[src/rtl/core/dtc_pkg.sv]
// shared types and constants for the dispersion tensor core
// no dependencies; imported by every module of the core
package dtc_pkg;

    localparam int FLUX_W     = 32;
    localparam int DISP_W     = 32;
    localparam int COEF_W     = 48;
    localparam int SQ_W       = 2 * FLUX_W;
    localparam int PROD_W     = SQ_W + DISP_W;
    localparam int FRAC_EXTRA = 16;
    localparam int NUM_W      = PROD_W + FRAC_EXTRA;
    localparam int ROOT_W     = 48;
    localparam int RAD_W      = 2 * ROOT_W + 2;
    localparam int DIV_LAT    = ROOT_W + 1;
    localparam int CFG_IDX_W  = 3;
    localparam int QDEPTH     = 4;
    localparam int QPTR_W     = $clog2(QDEPTH);
    localparam int QCNT_W     = QPTR_W + 1;

    localparam logic [COEF_W-1:0] COEF_MAX = '1;

    // configuration register indexes
    typedef enum logic [CFG_IDX_W-1:0] {
        CFG_DIFF_X  = 3'd0,
        CFG_DIFF_Y  = 3'd1,
        CFG_DIFF_Z  = 3'd2,
        CFG_ALPHA_L = 3'd3,
        CFG_ALPHA_T = 3'd4
    } t_cfg_idx;

    typedef struct packed {
        logic signed [FLUX_W-1:0] flux_x;
        logic signed [FLUX_W-1:0] flux_y;
        logic signed [FLUX_W-1:0] flux_z;
        logic                     end_of_sweep;
    } t_in;

    typedef struct packed {
        logic [COEF_W-1:0] coef_xx;
        logic [COEF_W-1:0] coef_xy;
        logic [COEF_W-1:0] coef_xz;
        logic [COEF_W-1:0] coef_yy;
        logic [COEF_W-1:0] coef_yx;
        logic [COEF_W-1:0] coef_yz;
        logic [COEF_W-1:0] coef_zz;
        logic [COEF_W-1:0] coef_zx;
        logic [COEF_W-1:0] coef_zy;
        logic              sweep_done;
    } t_out;

    typedef struct packed {
        logic [COEF_W-1:0] diff_x;
        logic [COEF_W-1:0] diff_y;
        logic [COEF_W-1:0] diff_z;
        logic [DISP_W-1:0] alpha_l;
        logic [DISP_W-1:0] alpha_t;
    } t_cfg;

    // classified item: signs, squares and cross products (xy, xz, yz)
    typedef struct packed {
        logic [2:0]            neg;
        logic [2:0][SQ_W-1:0]  sq;
        logic [2:0][SQ_W-1:0]  prod;
        logic                  eos;
    } t_cls;

endpackage

[src/rtl/core/dtc_queue.sv]
// short item queue between the front end and the arithmetic back end
// depends on dtc_pkg
module dtc_queue (
    input  logic          i_clk,
    input  logic          i_rst_n,
    input  logic          i_push,
    input  dtc_pkg::t_cls i_entry,
    input  logic          i_pop,
    output logic          o_full,
    output logic          o_empty,
    output dtc_pkg::t_cls o_head
);
    import dtc_pkg::*;

    t_cls               r_mem [QDEPTH];
    logic [QPTR_W-1:0]  r_wr;
    logic [QPTR_W-1:0]  r_rd;
    logic [QCNT_W-1:0]  r_cnt;
    logic [QCNT_W-1:0]  n_cnt;

    assign o_full  = (r_cnt == QCNT_W'(QDEPTH));
    assign o_empty = (r_cnt == '0);
    assign o_head  = r_mem[r_rd];

    // fill count
    always_comb begin
        n_cnt = r_cnt;
        if (i_push && !i_pop) begin
            n_cnt = r_cnt + 1'b1;
        end else if (!i_push && i_pop) begin
            n_cnt = r_cnt - 1'b1;
        end
    end

    always_ff @(posedge i_clk) begin
        if (!i_rst_n) begin
            r_wr  <= '0;
            r_rd  <= '0;
            r_cnt <= '0;
        end else begin
            r_cnt <= n_cnt;
            if (i_push) begin
                r_wr <= r_wr + 1'b1;
            end
            if (i_pop) begin
                r_rd <= r_rd + 1'b1;
            end
        end
    end

    // storage
    always_ff @(posedge i_clk) begin
        if (i_push) begin
            r_mem[r_wr] <= i_entry;
        end
    end

    a_cnt_range: assert property (@(posedge i_clk) disable iff (!i_rst_n)
        r_cnt <= QCNT_W'(QDEPTH))
        else $error("queue count out of range");

    a_no_overflow: assert property (@(posedge i_clk) disable iff (!i_rst_n)
        i_push |-> !o_full)
        else $error("push into full queue");

    a_no_underflow: assert property (@(posedge i_clk) disable iff (!i_rst_n)
        i_pop |-> !o_empty)
        else $error("pop from empty queue");

    a_cnt_track: assert property (@(posedge i_clk) disable iff (!i_rst_n)
        (i_push && !i_pop) |=> (r_cnt == $past(r_cnt) + 1'b1))
        else $error("queue count did not follow a push");

endmodule

[config.mk]
export PLATFORM = sky130hd
export DESIGN_NAME = dtc_queue
export DESIGN_NICKNAME = d
export VERILOG_FILES = /design/src/rtl/core/dtc_pkg.sv /design/src/rtl/core/dtc_queue.sv
export SDC_FILE = /design/constraint.sdc
export NUM_CORES = 1
export LEC_CHECK = 0
export BUFFER_PORTS_ARGS = -buffer_cell sky130_fd_sc_hd__buf_2
export CELL_PAD_IN_SITES_DETAIL_PLACEMENT = 1
export CELL_PAD_IN_SITES_GLOBAL_PLACEMENT = 1
export CORE_MARGIN = 1.5
export CORE_UTILIZATION = 46
export DETAILED_ROUTE_END_ITERATION = 16
export PLACE_DENSITY_LB_ADDON = 0.08
export SETUP_SLACK_MARGIN = 0.1
export SLEW_MARGIN = 20
export SYNTH_ARGS = -nofsm -noshare
export SYNTH_HDL_FRONTEND = slang
export SYNTH_SLANG_ARGS = --single-unit
[constraint.sdc]
create_clock -name i_clk -period 12.45 [get_ports i_clk]
set_input_delay 2.49 -clock i_clk [delete_from_list [all_inputs] [get_ports i_clk]]
set_output_delay 2.49 -clock i_clk [all_outputs]
set_load 0.01 [all_outputs]
Word level (Yosys, flattened, before mapping)
Memory sizes are Yosys's and may differ from the RTL's. A register that Yosys moved wholly into a read port is not among the register bits.
Cells that the tools add are included.
{"block": "word_totals", "mem_count": 1, "regBits": 7, "word_cells": 21, "latchBits": 0, "mem_bits_rw": 1552, "mem_bits_ro": 0}
{"name": "r_mem", "depth": 4, "width": 388, "read_ports": 1, "rd_ports_with_merged_regs": 1, "wr": 1, "line_no": "dtc_queue.sv:15", "rtl": "t_cls r_mem [QDEPTH];"}
{"block": "classes", "n_reduce_logical": 6, "n_lt_le_gt_ge": 0, "bitwise": 0, "n_mul": 0, "n_eq_ne": 1, "div_mod_pow": 0, "n_addsub": 4, "n_mux": 6, "shifts": 0}
{"op": "3-bit two-way mux", "count": 2}
{"op": "2-bit by 1-bit adder with 2-bit output (second input constant)", "count": 2}
{"op": "2-bit two-way mux", "count": 2}
{"op": "3-bit by 1-bit adder with 3-bit output (second input constant)", "count": 1}
{"op": "3-bit == test (second input constant)", "count": 1}
{"op": "3-bit zero test", "count": 1}
{"op": "3-bit by 1-bit subtractor with 3-bit output (second input constant)", "count": 1}
{"op": "1-bit logical AND", "count": 2}
{"op": "1-bit zero test", "count": 2}
{"op": "1-bit two-way mux", "count": 2}
{"op": "2-bit nonzero test", "count": 1}

Longest topological paths before layout
{"block": "depth", "word_depth": 4, "depth_mapped": 7, "ltp_nobuf": 7}

Least setup slack after synthesis
No wires, ideal clock.
{"block": "synth_timing", "kind": "input -> register", "start": "input port i_push", "end": "memory r_mem[0][0] in the netlist's numbering (enable)", "path_slack_ps": 433, "n_path_buf": 0, "setup_time_ps": 799, "stages": 1, "t_arrival_ps": 11218, "required_time_ps": 11651, "cell_sequence": "and2_1"}
{"block": "synth_between", "elab_chain_len": 2}
{"element": "start: declaration", "line_no": "dtc_queue.sv:6", "rtl": "input logic i_push,"}
{"element": "1-bit two-way mux", "line_no": "dtc_queue.sv:53", "rtl": "if (i_push) begin"}
{"element": "1-bit two-way mux (not written as such)", "line_no": "dtc_queue.sv:54", "rtl": "r_mem[r_wr] <= i_entry;"}
{"element": "end: declaration", "line_no": "dtc_queue.sv:15"}
No other way between the ends.

==> results.toml <==
[sta]
hold_viol = 0
setup_viol = 0
fin_crit_ps = 6830
skew_ps = 35.1
fin_crit_sh_pct = 54.9
fmax_mhz = 146
setup_tns_ps = 0
drv_slew = 0
relSlewSlack_pct = 18.0
rsz0062_at_grt = "false"
worst_pin_slew_ps = 1230

[grt]
gr-usage-all-layers_pct = 21.2
grt_pass1_vias = 27700
grt_overflow = 0
grt_pass1_wl_mm = 191
grt_antenna_before_repair = 79
grt_max_degree = 168

[clock_network]
clockBufferDepth = 3
ctsResizeCount = 0
hold_buffers = 0
clk_pin_slew_ps = 60
insertion_delay_ps = 780
cts_tree = "yes"
cts_setup_buffers = 0
cts_root_buffer = "clkbuf_16"
cts_max_level = 4
clock_sinks = 1561
numCtsBuffers = 163

[routing]
wl_mm = 131
wl_per_cell_um = 27.7
ant_nets = 0
vias_per_cell = 5.41
vias = 25600
drc = 0
initialDrtViolationCount = 1757
drt-pass1-iter-count = 5

[synth]
yosysUniqueCellTypes = 21
synth_area_leader_cell = "edfxtp_1"
yosys_warnings = 0
netlist_instances = 2069
synth-seq-area-share_pct = 82.9
ys_ff_latch = 1561
synth_top_area_share_pct = 82.6
netlist_area_sq_mm = 0.0564
yosys-top-cells-area = "edfxtp_1 83%, mux4_2 15%, buf_6 0.74%, buf_2 0.35%, dfxtp_1 0.32%"
syn-mean-instance-area_sq_um = 27.3
syn_nets = 2467

[hold_path]
hold_start = "r_cnt[2]$_SDFFE_PN0P_"
worstHoldPathType = "flop to flop"

[placement]
globalplace.congestion = 0.767
portBuffers = 781
dp_hpwl_mm = 80.8
place_inst = 4413
place_area_sq_mm = 0.0621

[layout]
nets = 3353
area_growth_pct = 18.9
drive_gt1_share_pct = 45.8
stdcell_count = 4734
multi_input_area_sq_mm = 0.00900
fillers = 10400
design_area_sq_mm = 0.0671
register_area_sq_mm = 0.0468
final_core_util_pct = 55.2

[floorplanning]
die-area_sq_mm = 0.125
start_util_pct = 46.4
core_area_sq_mm = 0.122
ioPinCount = 782
die_h_um = 353
die_w_um = 353
num_rows = 128

[setup_path]
start_kind = "flop"
cp-end-kind = "output port"
path_cells = "buf_12 > buf_16 > buf_4 > buf_4 > mux4_2 > buf_2"
critPathKind = "flop to output port"
crit_required_ps = 9960
cpMostUsedCell = "buf_4"
critical_path.max_fanout = 111
arrival_ps = 4340
slowest_delay_ps = 890
worstReg2RegStart = "r_wr[1]$_SDFFE_PN0P_"
cpMaxStageDelayCell = "buf_4"

[power]
powerDensity_mw_per_mm2 = 175
ir_worst_vdd_uv = 138
power.leakage_uw = 0.0222
power_uw = 11700

[flow_run]
drv_cap = 0

[status]
status = "finished clean"
-- cells by family after synthesis --
group | synth area share (%)
AO/OA/AOI/OAI | 0.0222
multiplexers | 15.5
adder cells (fa/ha/maj) | 0.146
buffers and inverters | 1.18
flip-flops | 82.9
XOR/XNOR | 0.0776
AND/OR/NAND/NOR | 0.162
-- final timing paths --
path | slack, ps | cells past startpoint | end
worst min register to register | 540 | 2 | r_cnt[2]$_SDFFE_PN0P_
worst max-delay path | 5620 | 6 | o_head[59]
worst min-delay path | 540 | 2 | r_cnt[2]$_SDFFE_PN0P_
worst max register to register | 8780 | 6 | r_mem[1][270]$_DFFE_PP_
-- routing by layer --
| layer | GRT usage (%) | routed length, um | up-vias |
|---|---|---|---|
| met5 | 0 | 335 | - |
| met3 | 7.24 | 10000 | 314 |
| met2 | 34.9 | 67200 | 824 |
| met4 | 9.25 | 5260 | 52 |
| met1 | 25.4 | 48200 | 13500 |
| li1 | - | - | 10900 |
-- through the flow --
stage          hold slack (ps)  setup WS [ps]
2_1_floorplan              472            433
3_3_place_gp               483           6360
3_5_place_dp               526           6350
4_1_cts                    535           5600
5_1_grt                    594           5390
6_report                   537           5620
-- area by class of cell --
cell class | count | area share, %
Inverter | 4 | 0.0224
Timing Repair Buffer | 807 | 6.37
Antenna cell | 27 | 0.101
Multi-Input combinational cell | 418 | 13.4
Clock inverter | 85 | 1.02
Sequential cell | 1561 | 69.7
Clock buffer | 207 | 6.35
Tap cell | 1625 | 3.03
-- synthesized netlist by cell type --
library cell,n
buf_2,40
nor2b_1,2
buf_1,3
nand2_1,1
a21boi_0,1
nor3b_1,1
mux4_2,388
buf_6,37
inv_1,4
or3_1,1
xor2_1,3
fa_1,1
dfxtp_1,9
and2_1,9
edfxtp_1,1552
o21ai_0,1
ha_1,5
nor3_1,1
xnor2_1,2
clkbuf_1,6
mux2i_1,2
-- sequential cells by signal, summed over array words and instances (netlist names), named ones only --
register and count:
r_cnt 3, r_wr 2, r_rd 2, r_mem 1552
-- worst max-delay path: cells and delay by family, from the launching register on --
| kind | cells | cell delay, ps |
|---|---|---|
| buffers and inverters | 5 | 2470 |
| DFF | 1 | 350 |
| muxes | 1 | 430 |
-- power by group --
group          total (uW)  internal [uW]  switching [uW]
Clock                4500           2540            1960
Sequential           6110           6050            57.6
Combinational        1130            477             658
Total               11700           9060            2680
-- layout by cell type (no fill, tap or decap), drive strengths merged --
master    netlist  routed
mux2i           2       2
clkbuf          6     207
a21boi          1       1
nor3b           1       1
mux4          388     388
or3             1       1
ha              5       5
clkinv          0      69
nor3            1       1
inv             4      12
xnor2           2       2
nand2           1       1
edfxtp       1552    1552
fa              1       1
buf            80     807
and2            9       9
xor2            3       3
clkinvlp        0       3
nor2b           2       2
o21ai           1       1
dfxtp           9       9
diode           0      27
bufinv          0       5
Note: power is estimated with default switching activity, not from simulation.
